`src/rtl/bres_pkg.sv`:
```
// Shared widths and codes for the line rasterizer.
`default_nettype none
package bres_pkg;

  // Coordinate width; the delta, error, data and compare widths below follow from it.
  localparam int COORD_BITS  = 16;
  localparam int COLOR_BITS  = 24;
  localparam int SCREEN_BITS = 13;

  // Error walk widths: |dx| needs one bit more than a coordinate,
  // the error term two more again to carry its sign and headroom.
  localparam int DELTA_BITS  = COORD_BITS + 1;
  localparam int NDY_BITS    = COORD_BITS + 2;
  localparam int ERR_BITS    = COORD_BITS + 3;

  localparam int IN_RAW_BITS   = 4 * COORD_BITS + COLOR_BITS;
  localparam int IN_DATA_BITS  = ((IN_RAW_BITS + 7) / 8) * 8;
  localparam int OUT_RAW_BITS  = 2 * COORD_BITS + COLOR_BITS;
  localparam int OUT_DATA_BITS = ((OUT_RAW_BITS + 7) / 8) * 8;

  // Clipping compares a non-negative coordinate against a screen size.
  localparam int CMP_BITS = (COORD_BITS > SCREEN_BITS) ? COORD_BITS : SCREEN_BITS;

  localparam logic [SCREEN_BITS-1:0] WIDTH_RESET  = SCREEN_BITS'(640);
  localparam logic [SCREEN_BITS-1:0] HEIGHT_RESET = SCREEN_BITS'(480);

  typedef enum logic {
    ACT_START = 1'b0,
    ACT_STEP  = 1'b1
  } action_t;

  typedef enum logic {
    REG_SCREEN_WIDTH  = 1'b0,
    REG_SCREEN_HEIGHT = 1'b1
  } reg_index_t;

endpackage
`default_nettype wire

```
`src/rtl/bresenham_line_rasterizer_top.sv`:
```
// Top level of the all-octant Bresenham line rasterizer.
`default_nettype none
//
//  channel  dir  handshake                     word contents
//  -------  ---  ----------------------------  ------------------------------------
//  s_axis   in   s_axis_tvalid/s_axis_tready   tuser: action; tdata: endpoints, colour
//  m_axis   out  m_axis_tvalid/m_axis_tready   tuser: on_screen; tlast: end pixel;
//                                              tdata: pixel x, y, colour
//  cfg      in   cfg_valid/cfg_ready           cfg_index, cfg_data (screen size)
//
//  One word per cycle while s_axis_tready is high. A start word loads the line and
//  emits nothing; a step word on a loaded line emits one pixel, registered on m_axis
//  in the next cycle, at the cost of a single pass through the error update (two
//  compares, one three-way add). Synchronous active-high reset: idle, no line loaded,
//  screen 640 x 480. s_axis_tready drops only while a pixel sits on m_axis with
//  m_axis_tready low. cfg_ready is always high.
//
module bresenham_line_rasterizer_top (
  input  wire logic                                    clk,
  input  wire logic                                    rst,
  // tuser: [0] action (0 start, 1 step)
  input  wire logic                                    s_axis_tvalid,
  output      logic                                    s_axis_tready,
  // tdata: start_x, start_y, end_x, end_y, line_color (lowest first)
  input  wire logic [bres_pkg::IN_DATA_BITS-1:0]       s_axis_tdata,
  input  wire logic                                    s_axis_tuser,
  output      logic                                    m_axis_tvalid,
  input  wire logic                                    m_axis_tready,
  // tdata: pixel_x, pixel_y, pixel_color (lowest first)
  output      logic [bres_pkg::OUT_DATA_BITS-1:0]      m_axis_tdata,
  // tuser: [0] on_screen
  output      logic                                    m_axis_tuser,
  output      logic                                    m_axis_tlast,
  input  wire logic                                    cfg_valid,
  output      logic                                    cfg_ready,
  input  wire logic                                    cfg_index,
  input  wire logic [bres_pkg::SCREEN_BITS-1:0]        cfg_data
);
  import bres_pkg::*;

  localparam int CW = COORD_BITS;

  // Configuration
  logic [SCREEN_BITS-1:0] screen_width;
  logic [SCREEN_BITS-1:0] screen_height;

  // Line state
  logic [CW-1:0]         cur_x, cur_x_next;
  logic [CW-1:0]         cur_y, cur_y_next;
  logic [CW-1:0]         goal_x, goal_y;
  logic [DELTA_BITS-1:0] delta_x;      // |dx|, unsigned
  logic [NDY_BITS-1:0]   neg_delta_y;  // -|dy|, two's complement
  logic                  step_x_neg, step_y_neg;
  logic [ERR_BITS-1:0]   error_term, error_next;
  logic [COLOR_BITS-1:0] held_color;
  logic                  busy;

  // Input word fields
  logic [CW-1:0]         in_x1, in_y1, in_x2, in_y2;
  logic [COLOR_BITS-1:0] in_color;
  logic                  accept, is_start, is_step;

  // Start-time set-up
  logic [CW:0]           dx_full, dy_full;
  logic [DELTA_BITS-1:0] abs_dx;
  logic [NDY_BITS-1:0]   ndy_init;
  logic [ERR_BITS-1:0]   err_init;

  // Step-time walk
  logic signed [ERR_BITS:0] e2, ndy_cmp, dx_cmp;
  logic                     move_x, move_y, fin, on_scr;
  logic [ERR_BITS-1:0]      add_x, add_y;

  assign cfg_ready     = 1'b1;
  // Output register parts the two sides: refill while it drains.
  assign s_axis_tready = !m_axis_tvalid || m_axis_tready;
  assign accept        = s_axis_tvalid && s_axis_tready;
  assign is_start      = accept && (action_t'(s_axis_tuser) == ACT_START);
  assign is_step       = accept && (action_t'(s_axis_tuser) == ACT_STEP) && busy;

  assign in_x1    = s_axis_tdata[CW-1:0];
  assign in_y1    = s_axis_tdata[2*CW-1:CW];
  assign in_x2    = s_axis_tdata[3*CW-1:2*CW];
  assign in_y2    = s_axis_tdata[4*CW-1:3*CW];
  assign in_color = s_axis_tdata[4*CW+COLOR_BITS-1:4*CW];

  // Set-up: |dx|, -|dy| and the initial error |dx| - |dy|.
  always_comb begin
    dx_full  = {in_x2[CW-1], in_x2} - {in_x1[CW-1], in_x1};
    dy_full  = {in_y2[CW-1], in_y2} - {in_y1[CW-1], in_y1};
    abs_dx   = DELTA_BITS'(dx_full[CW] ? (~dx_full + 1'b1) : dx_full);
    ndy_init = dy_full[CW] ? NDY_BITS'($signed(dy_full))
                           : NDY_BITS'($signed(~dy_full + 1'b1));
    err_init = ERR_BITS'(abs_dx) + ERR_BITS'($signed(ndy_init));
  end

  // One pixel of the error walk.
  always_comb begin
    e2      = $signed({error_term, 1'b0});
    ndy_cmp = (ERR_BITS+1)'($signed(neg_delta_y));
    dx_cmp  = $signed((ERR_BITS+1)'(delta_x));
    move_x  = (e2 >= ndy_cmp);
    move_y  = (e2 <= dx_cmp);
    add_x   = move_x ? ERR_BITS'($signed(neg_delta_y)) : '0;
    add_y   = move_y ? ERR_BITS'(delta_x) : '0;
    error_next = error_term + add_x + add_y;
    cur_x_next = cur_x;
    cur_y_next = cur_y;
    if (move_x) begin
      cur_x_next = step_x_neg ? (cur_x - 1'b1) : (cur_x + 1'b1);
    end
    if (move_y) begin
      cur_y_next = step_y_neg ? (cur_y - 1'b1) : (cur_y + 1'b1);
    end
    fin    = (cur_x == goal_x) && (cur_y == goal_y);
    on_scr = !cur_x[CW-1] && !cur_y[CW-1]
             && (CMP_BITS'(cur_x) < CMP_BITS'(screen_width))
             && (CMP_BITS'(cur_y) < CMP_BITS'(screen_height));
  end

  // Configuration registers
  always_ff @(posedge clk) begin
    if (rst) begin
      screen_width  <= WIDTH_RESET;
      screen_height <= HEIGHT_RESET;
    end else if (cfg_valid && cfg_ready) begin
      unique case (reg_index_t'(cfg_index))
        REG_SCREEN_WIDTH:  screen_width  <= cfg_data;
        REG_SCREEN_HEIGHT: screen_height <= cfg_data;
        default: ;
      endcase
    end
  end

  // Line state
  always_ff @(posedge clk) begin
    if (rst) begin
      busy        <= 1'b0;
      cur_x       <= '0;
      cur_y       <= '0;
      goal_x      <= '0;
      goal_y      <= '0;
      delta_x     <= '0;
      neg_delta_y <= '0;
      step_x_neg  <= 1'b0;
      step_y_neg  <= 1'b0;
      error_term  <= '0;
      held_color  <= '0;
    end else if (is_start) begin
      busy        <= 1'b1;
      cur_x       <= in_x1;
      cur_y       <= in_y1;
      goal_x      <= in_x2;
      goal_y      <= in_y2;
      delta_x     <= abs_dx;
      neg_delta_y <= ndy_init;
      step_x_neg  <= dx_full[CW];
      step_y_neg  <= dy_full[CW];
      error_term  <= err_init;
      held_color  <= in_color;
    end else if (is_step) begin
      if (fin) begin
        busy <= 1'b0;
      end else begin
        cur_x      <= cur_x_next;
        cur_y      <= cur_y_next;
        error_term <= error_next;
      end
    end
  end

  // Result register
  always_ff @(posedge clk) begin
    if (rst) begin
      m_axis_tvalid <= 1'b0;
    end else if (is_step) begin
      m_axis_tvalid <= 1'b1;
    end else if (m_axis_tready) begin
      m_axis_tvalid <= 1'b0;
    end
  end

  always_ff @(posedge clk) begin
    if (is_step) begin
      m_axis_tdata <= OUT_DATA_BITS'({held_color, cur_y, cur_x});
      m_axis_tuser <= on_scr;
      m_axis_tlast <= fin;
    end
  end

endmodule
`default_nettype wire

```
`config.mk`:
```
export PLATFORM = sky130hd
export DESIGN_NAME = bresenham_line_rasterizer_top
export DESIGN_NICKNAME = d
export VERILOG_FILES = /design/src/rtl/bres_pkg.sv /design/src/rtl/bresenham_line_rasterizer_top.sv
export SDC_FILE = /design/constraint.sdc
export NUM_CORES = 1
export LEC_CHECK = 0
export ABC_AREA = 1
export BUFFER_PORTS_ARGS = -buffer_cell sky130_fd_sc_hd__buf_2
export CORE_AREA = 2 2 193 195
export CTS_CLUSTER_DIAMETER = 200
export CTS_CLUSTER_SIZE = 12
export DETAILED_ROUTE_END_ITERATION = 7
export DIE_AREA = 0 0 195 197
export PLACE_DENSITY_LB_ADDON = 0.08
export SLEW_MARGIN = 20
export SYNTH_ARGS = -nofsm -noshare
export SYNTH_HDL_FRONTEND = slang
export SYNTH_SLANG_ARGS = --single-unit
```
`constraint.sdc`:
```
create_clock -name clk -period 5.35 [get_ports clk]
set_input_delay 0.2675 -clock clk [delete_from_list [all_inputs] [get_ports clk]]
set_output_delay 0.2675 -clock clk [all_outputs]
set_load 0.02 [all_outputs]
```
[After elaboration in Yosys (flattened, before gate mapping)]
Index checks and enable logic that the tools add are counted.
Word-level totals
  register bits: 230
  bits of input ports: 108
  logic and storage cells: 84
Cells by class
  add/sub/neg operators: 11
  magnitude comparators: 4
  equal/unequal tests: 3
  multiplexer cells: 22
  bitwise logic cells: 4
  reduce and logical (&&, ||, !) cells: 23
Operators with widths (count)
  16-bit 2-to-1 mux: 10
  19-bit 2-to-1 mux: 4
  17-bit by 1-bit adder with 17-bit output, second input constant: 2
  17-bit 2-to-1 mux: 2
  17-bit NOT: 2
  16-bit by 16-bit subtractor with 17-bit output: 2
  16-bit by 1-bit adder with 16-bit output, second input constant: 2
  16-bit equality test: 2
  16-bit by 13-bit < comparator with 1-bit output: 2
  16-bit by 1-bit subtractor with 16-bit output, second input constant: 2
  20-bit by 18-bit >= comparator with 1-bit output: 1
  20-bit by 18-bit less-or-equal comparator with 1-bit output: 1
  18-bit by 18-bit adder with 19-bit output: 1
  19-bit by 17-bit adder with 19-bit output: 1
  19-bit adder: 1
  18-bit 2-to-1 mux: 1
  2-bit nonzero test: 5
  1-bit logical AND: 8
  2-bit AND reduction: 4
  3-bit AND reduction: 2
  1-bit 2-to-1 mux: 5
  1-bit logical NOT: 3
  2-bit inequality test, second input constant: 1
  1-bit NOT: 2
  1-bit logical OR: 1

[Logic depth before layout (Yosys ltp)]
Gate-level depths: netlist (run 1).
  word-level depth: 7
  gate-level depth with buffers: 33
  gate-level depth less buffers: 33

[Worst setup path after synthesis (run 1)]
Ideal clock, no wire load.
  kind: register -> register
  start point: register m_axis_tvalid
  end point: register error_term[12]
  arrival time: 5.974 ns
  required time: 5.233 ns
  path slack: -0.741 ns
  cell stages (with the launch flop): 10
  path buffers: 1
  period minus slack after synthesis: 6.091 ns
  cell sequence: dfxtp_1 > nand2_1 > nand2_1 > nor3_1 > inv_1 > o21ai_1 > clkbuf_1 > nand2_1 > a21oi_1 > nor2_1
Between the ends
  longest elaborated chain between the ends: 7
  elaborated cells on any way between the ends: 10
RTL lines
  from (decl): line bresenham_line_rasterizer_top.sv:27  | output logic m_axis_tvalid,
  from (signal assigned): line bresenham_line_rasterizer_top.sv:175  | m_axis_tvalid <= 1'b0;
  from (signal assigned): line bresenham_line_rasterizer_top.sv:177  | m_axis_tvalid <= 1'b1;
  from (signal assigned): line bresenham_line_rasterizer_top.sv:179  | m_axis_tvalid <= 1'b0;
  1-bit logical NOT: line bresenham_line_rasterizer_top.sv:76  | assign s_axis_tready = !m_axis_tvalid || m_axis_tready;
  1-bit logical OR: line bresenham_line_rasterizer_top.sv:76
  named net s_axis_tready: line bresenham_line_rasterizer_top.sv:23  | output logic s_axis_tready,
  1-bit logical AND: line bresenham_line_rasterizer_top.sv:77  | assign accept = s_axis_tvalid && s_axis_tready;
  1-bit logical AND (2 in series): line bresenham_line_rasterizer_top.sv:79  | assign is_step = accept && (action_t'(s_axis_tuser) == ACT_STEP) && busy;
  named net is_step: line bresenham_line_rasterizer_top.sv:61  | logic accept, is_start, is_step;
  2-bit nonzero test (no line)
  2-bit AND reduction (no line)
  to (signal assigned): line bresenham_line_rasterizer_top.sv:159  | error_term <= err_init;
  to (signal assigned): line bresenham_line_rasterizer_top.sv:167  | error_term <= error_next;
  to (decl): line bresenham_line_rasterizer_top.sv:54  | logic [ERR_BITS-1:0] error_term, error_next;
The timed path passes the listed nets, and every way through them passes these cells.
A chain may end at the register's enable or synchronous reset.

[Worst setup path in the final report (run 1)]
  start point: input port s_axis_tdata[59] (netlist name)
  end point: register error_term[18]
Between the ends
  elaborated cells on any way between the ends: 6
RTL lines
  from (decl): line bresenham_line_rasterizer_top.sv:25  | input wire logic [bres_pkg::IN_DATA_BITS-1:0] s_axis_tdata,
  16-bit by 16-bit subtractor with 17-bit output: line bresenham_line_rasterizer_top.sv:90  | dy_full = {in_y2[CW-1], in_y2} - {in_y1[CW-1], in_y1};
  18-bit 2-to-1 mux: line bresenham_line_rasterizer_top.sv:92  | ndy_init = dy_full[CW] ? NDY_BITS'($signed(dy_full))
  named net ndy_init[4]: line bresenham_line_rasterizer_top.sv:66  | logic [NDY_BITS-1:0] ndy_init;
  18-bit by 18-bit adder with 19-bit output: line bresenham_line_rasterizer_top.sv:94  | err_init = ERR_BITS'(abs_dx) + ERR_BITS'($signed(ndy_init));
  19-bit 2-to-1 mux: line bresenham_line_rasterizer_top.sv:149  | end else if (is_start) begin
The timed path passes the listed nets, and every way through them passes these cells.

==> results of run 1 <==
[registers in the layout (all words and copies together), names as in the netlist, 13 cells and up]
name and count:
m_axis_tdata 56, screen_width 13, delta_x 17, neg_delta_y 17
goal_x 16, cur_y 16, goal_y 16, cur_x 16
held_color 24, error_term 19, screen_height 13
[through the flow]
step           std cells  hold slack [ns]  setup WS [ns]
2_1_floorplan       2357            0.398           1.11
3_3_place_gp        2940            0.405          0.378
3_5_place_dp        2940            0.410          0.380
4_1_cts             3012          0.00454          0.705
5_1_grt             3012           0.0207         0.0815
6_report            3012           0.0161          0.638
[worst register-to-register path: stages, from the launching register on]
cell and delay (ns):
dfxtp_1 0.39, inv_1 0.11, ha_1 0.38, nand2_1 0.09, nor2_1 0.15, nand3_1 0.17, nor2_1 0.12, nand2_1 0.09
nand3_1 0.10, nand2_1 0.05, nand2_1 0.09, inv_1 0.21, nor2_1 0.26, fa_1 0.46, ha_1 0.24, fa_1 0.40
a21oi_1 0.15, o21ai_0 0.09, buf_4 0.16, a21oi_1 0.16, inv_1 0.11, nand3_1 0.10, nand3_1 0.07, nand3_1 0.09
nand3_1 0.08, nand2_1 0.07, inv_1 0.04
[Yosys cell counts (2+ instances only)]
| cell type | n | area, um2 |
|---|---|---|
| nand2_2 | 12 | 75.1 |
| o21bai_1 | 2 | 15.0 |
| nor3_2 | 3 | 30.0 |
| o21ai_1 | 3 | 15.0 |
| xnor2_1 | 36 | 315 |
| or2_2 | 17 | 106 |
| ha_1 | 157 | 1960 |
| nor3_1 | 23 | 115 |
| dfxtp_1 | 171 | 3420 |
| fa_1 | 23 | 460 |
| nand2_1 | 487 | 1830 |
| a31oi_1 | 10 | 62.6 |
| a21oi_1 | 242 | 1210 |
| nand3_2 | 2 | 20.0 |
| nor4_1 | 5 | 31.3 |
| nand4_1 | 32 | 200 |
| inv_1 | 340 | 1280 |
| a211oi_1 | 5 | 37.5 |
| nor2_1 | 194 | 728 |
| xor2_1 | 39 | 342 |
| nand3b_1 | 5 | 37.5 |
| buf_1 | 3 | 11.3 |
| buf_4 | 2 | 15.0 |
| buf_2 | 6 | 30.0 |
| or2_1 | 2 | 12.5 |
| and2_1 | 3 | 18.8 |
| o31ai_1 | 6 | 45.0 |
| o21a_1 | 3 | 22.5 |
| a21o_1 | 10 | 75.1 |
| nand3_1 | 157 | 786 |
| o211ai_1 | 8 | 60.1 |
| xnor2_2 | 2 | 32.5 |
| nor2_2 | 4 | 25.0 |
| edfxtp_1 | 58 | 1740 |
| clkbuf_1 | 57 | 214 |
| o21ai_0 | 216 | 1080 |
[worst paths after layout]
check | start | end | slack, ns
worst max-delay path | s_axis_tdata[59] | error_term[18] | 0.64
worst min-delay path | cfg_data[7] | screen_width[7] | 0.02
worst max register to register | neg_delta_y[16] | error_term[17] | 0.82
worst min register to register | held_color[5] | m_axis_tdata[37] | 0.42
[cell families after synthesis]
| logic type | count (synthesis) | share of synthesized area [%] |
|---|---|---|
| adder cells (fa/ha/maj) | 180 | 14.6 |
| flip-flops | 229 | 31.2 |
| XOR/XNOR | 78 | 4.26 |
| other | 1 | 0.0226 |
| buffers and inverters | 412 | 9.48 |
| AO/OA/AOI/OAI | 511 | 16.2 |
| AND/OR/NAND/NOR | 946 | 24.2 |
[cell type report]
class                      instances  area (um2)  area share, %
clock buffer                      35         621           3.29
clock inverter                     1        11.3         0.0597
inverter                         343        1290           6.85
multi-input combinational       1716        9860           52.3
sequential                       229        5160           27.4
tap                              468         586           3.10
timing repair buffer             220        1330           7.04
[power by group through the flow]
stage	combinational [mW]	clock, mW	sequential (mW)
after floorplan	1.50	0	1.99
after global placement	2.06	0	2.02
after detailed placement	2.07	0	2.03
after CTS	2.11	1.52	1.99
after global routing	2.40	1.58	2.00
final	2.11	1.48	1.99
[routing by layer]
metal  track usage (%)  up-vias  routed length, um
li1                  -     8118                  -
met1              36.1     7261              24000
met2              45.1      416              23200
met3              2.86       86               2530
met4              8.74        0               1730
met5                 0        -                  0
==> out/results.ini, run 1 <==
[power]
power_mw=5.58
switching_power_mw=2.16
power.density_nw_per_um2=296
swShare_pct=38.8
vdd_drop_max_mv=0.206
power_frac_comb_pct=37.8
pwr-share-seq_pct=35.7
clkPwrFrac_pct=26.5
power.internal_mw=3.41
p_leak_nw=9.25

[route]
wirelength_um=51400
drt_iter0_drc=910
wl_per_cell_um=17.1
first_pass_iters=5
vias_per_cell=5.27
via_count=15900
antenna_left=0
drc=0

[die]
die_w_um=195
initial_core_util_pct=45.7
rows=70
ios=169
die-height_um=197
fp.coreArea_um2=36300
die_area_um2=38400

[sta]
slew_headroom_pct=38.3
fin_crit_sh_pct=88.1
worst_pin_slew_ns=0.926
tns_ns=0
skew_ns=0.0301
finalHoldViolations=0
slew_viol_final=0
setup_viol=0
rsz0062_at_grt=false
fmax_mhz=212
period_needed_ns=4.71

[logic_synthesis]
syn_inst=2357
synth_edf_count=58
postSynthAreaPerCell_um2=7.03
syn_nets=2645
ys_types=48
synth_ff_type=dfxtp_1
ys_seq_area_share_pct=31.2
ys_warn_count=0
synth.ff_latch_count=229
synthArstFlopShare_pct=0
syn_area_um2=16600

[worst_setup_path]
cp_slowest_cell=dlygate4sd3_1
crit_path_end_kind=flip-flop
critPathTopFamily=compound AO/OA/AOI/OAI gates
worstSetupPathDepth=25
cpPeakStageDelay_ns=0.54
cp_max_fo=17
path_class=in2reg
start_kind=input port
path_buf_inv=5
cp.arrival_ns=5.16
worstPathRequired_ns=5.80
rr_worst_depth=26

[finish]
design_area_um2=18900
area_delta_synth_final_pct=13.8
drive_gt1_share_pct=10.2
fin_util_pct=52.0
num_antenna_cells=0
fillCellCount=3725
final_cell_mix=nand2_1, inv_1, a21oi_1
final_nets=2821
final_common_cell=nand2_1

[place]
place_congestion=0.910
place_area_um2=17900
place_hpwl_um=39500
portBuffers=167

[hold_path]
hold_path_depth=3
min_path_type=in2reg

[grt]
gr-total-overflow=0
grt_pass1_vias=15300
grt_pass1_wl_um=81900
antenna_found_initial=0
grt_max_degree=121
grt_usage_pct=26.8

[clock_network]
cts_tree=built
cts_setup_buffers=0
cts_buffer_depth=3
cts_hold_repair.buffers=36
cts_num_sinks=229
cts_made_buffers=23
clkTransAtPathRegs_ns=0.06
cts_root_buffer=clkbuf_16
post_cts_resized=0
cts_htree_levels=1
insertion_delay_ns=0.54

[run_status]
status=finished clean

[run]
cap_violations=0

Power figures use the tool's default switching activity.
==> run 2, diff against run 1 <==
- CTS_BUF_LIST: unset -> sky130_fd_sc_hd__clkbuf_16
==> out/results.ini, run 2 (synthesis gave the netlist of run 1 again) <==
[run_status]
status=finished clean  ; unchanged

[clock_network]
cts_htree_levels=1  ; unchanged
cts_tree=built  ; unchanged
cts_made_buffers=23  ; unchanged
cts_num_sinks=229  ; unchanged
cts_root_buffer=clkbuf_16  ; unchanged
cts_setup_buffers=0  ; unchanged
cts_buffer_depth=3  ; unchanged
clkTransAtPathRegs_ns=0.06  ; about the same
insertion_delay_ns=0.54  ; about the same

[worst_setup_path]
path_class=in2reg  ; unchanged
cp.arrival_ns=5.19  ; was 5.16 ns
cp_slowest_cell=dlygate4sd3_1  ; unchanged
worstPathRequired_ns=5.80  ; about the same
crit_path_end_kind=flip-flop  ; unchanged
path_buf_inv=5  ; unchanged
cp_max_fo=17  ; unchanged
critPathTopFamily=compound AO/OA/AOI/OAI gates  ; unchanged
cpPeakStageDelay_ns=0.55  ; was 0.54 ns
rrSetupSlack_ns=0.79  ; was 0.82 ns
start_kind=input port  ; unchanged

[die]
rows=70  ; unchanged
die-height_um=197  ; unchanged
die_area_um2=38400  ; unchanged
ios=169  ; unchanged
initial_core_util_pct=45.7  ; unchanged
fp.coreArea_um2=36300  ; unchanged
die_w_um=195  ; unchanged

[place]
dp_cells=2940  ; unchanged
place_congestion=0.910  ; unchanged
place_hpwl_um=39500  ; unchanged
place_area_um2=17900  ; unchanged
portBuffers=167  ; unchanged

[route]
antenna_left=0  ; unchanged
vias_per_cell=5.27  ; about the same
first_pass_iters=5  ; unchanged
drc=0  ; unchanged
wl_per_cell_um=17.1  ; about the same
via_count=15900  ; about the same
drt_iter0_drc=921  ; was 910
wirelength_um=51500  ; was 51,400 um

[finish]
num_antenna_cells=0  ; unchanged
largest_reg_flops=56  ; unchanged
final_nets=2821  ; unchanged
final_cell_mix=nand2_1, inv_1, a21oi_1  ; unchanged
fillCellCount=3725  ; unchanged
design_area_um2=18900  ; unchanged
top_regs=m_axis_tdata x56, held_color x24, error_term x19  ; unchanged
largest_register=m_axis_tdata  ; unchanged
drive_gt1_share_pct=10.2  ; unchanged
area_delta_synth_final_pct=13.8  ; unchanged
final_common_cell=nand2_1  ; unchanged
finalNonFillerCells=3012  ; unchanged

[grt]
gr-total-overflow=0  ; unchanged
grt_pass1_vias=15300  ; unchanged
grt_max_degree=121  ; unchanged
grt_usage_pct=26.8  ; about the same
grt_pass1_wl_um=81900  ; about the same
antenna_found_initial=0  ; unchanged

[sta]
fmax_mhz=211  ; was 212 MHz
fin_crit_sh_pct=88.5  ; was 88.1%
slew_viol_final=0  ; unchanged
tns_ns=0  ; unchanged
finalHoldViolations=0  ; unchanged
setup_viol=0  ; unchanged
slew_headroom_pct=37.1  ; was 38.3%
period_needed_ns=4.74  ; was 4.71 ns
skew_ns=0.0325  ; was 0.0301 ns
worst_pin_slew_ns=0.943  ; was 0.926 ns
rsz0062_at_grt=false  ; unchanged
whs_ns=0.0153  ; was 0.0161 ns

[hold_path]
min_path_type=in2reg  ; unchanged

[power]
p_leak_nw=9.30  ; was 9.25 nW
power.density_nw_per_um2=295  ; was 296 nW/um2
vdd_drop_max_mv=0.205  ; was 0.206 mV

[run]
cap_violations=0  ; unchanged

-- run 2: final timing paths --
path | end | start | cells after the start
max | error_term[18] | s_axis_tdata[59] | 25
max reg2reg | error_term[15] | neg_delta_y[16] | 26
min | screen_width[7] | cfg_data[7] | 3
min reg2reg | m_axis_tdata[47] | held_color[15] | 0
-- run 2: worst min-delay path, delay by kind of cell --
family	cells	cell delay, ns
buffers and inverters	1	0.11
AOI/OAI and AO/OA	1	0.07
and+or+nand+nor	1	0.06
-- run 2: power by group --
part / internal [mW] / total [mW] / switching, mW
combinational: 0.737 / 2.11 / 1.37
clock: 0.772 / 1.46 / 0.686
sequential: 1.88 / 1.99 / 0.106
total: 3.39 / 5.55 / 2.16
-- run 2: through the flow --
step / total power, mW / util (%) / setup slack (ns)
finish: 5.55 / 52.0 / 0.614
global route: 5.95 / 52.0 / 0.0815
CTS: 5.59 / 52.0 / 0.705
detailed placement: 4.10 / 49.3 / 0.380
global placement: 4.08 / 49.3 / 0.378
floorplan: 3.49 / - / 1.11
-- run 2: layer usage --
layer	track usage (%)	part of all wire (%)	vias up
met1	36.1	47	7273
met5	0	0	-
met4	8.74	3.2	0
met2	45.1	45	417
met3	2.86	4.8	76
li1	-	-	8119
-- run 2: final cells by class --
| type | instances | area, um2 | share of cell area [%] |
|---|---|---|---|
| Sequential cell | 229 | 5160 | 27.4 |
| Clock inverter | 13 | 56.3 | 0.299 |
| Tap cell | 468 | 586 | 3.10 |
| Clock buffer | 23 | 576 | 3.05 |
| Multi-Input combinational cell | 1716 | 9860 | 52.3 |
| Inverter | 343 | 1290 | 6.85 |
| Timing Repair Buffer | 220 | 1330 | 7.04 |
-- run 2: what timing repair did --
action,CTS,global route
endpoints found under the hold margin,36,0
gates resized for setup,0,0
hold buffers,36,0
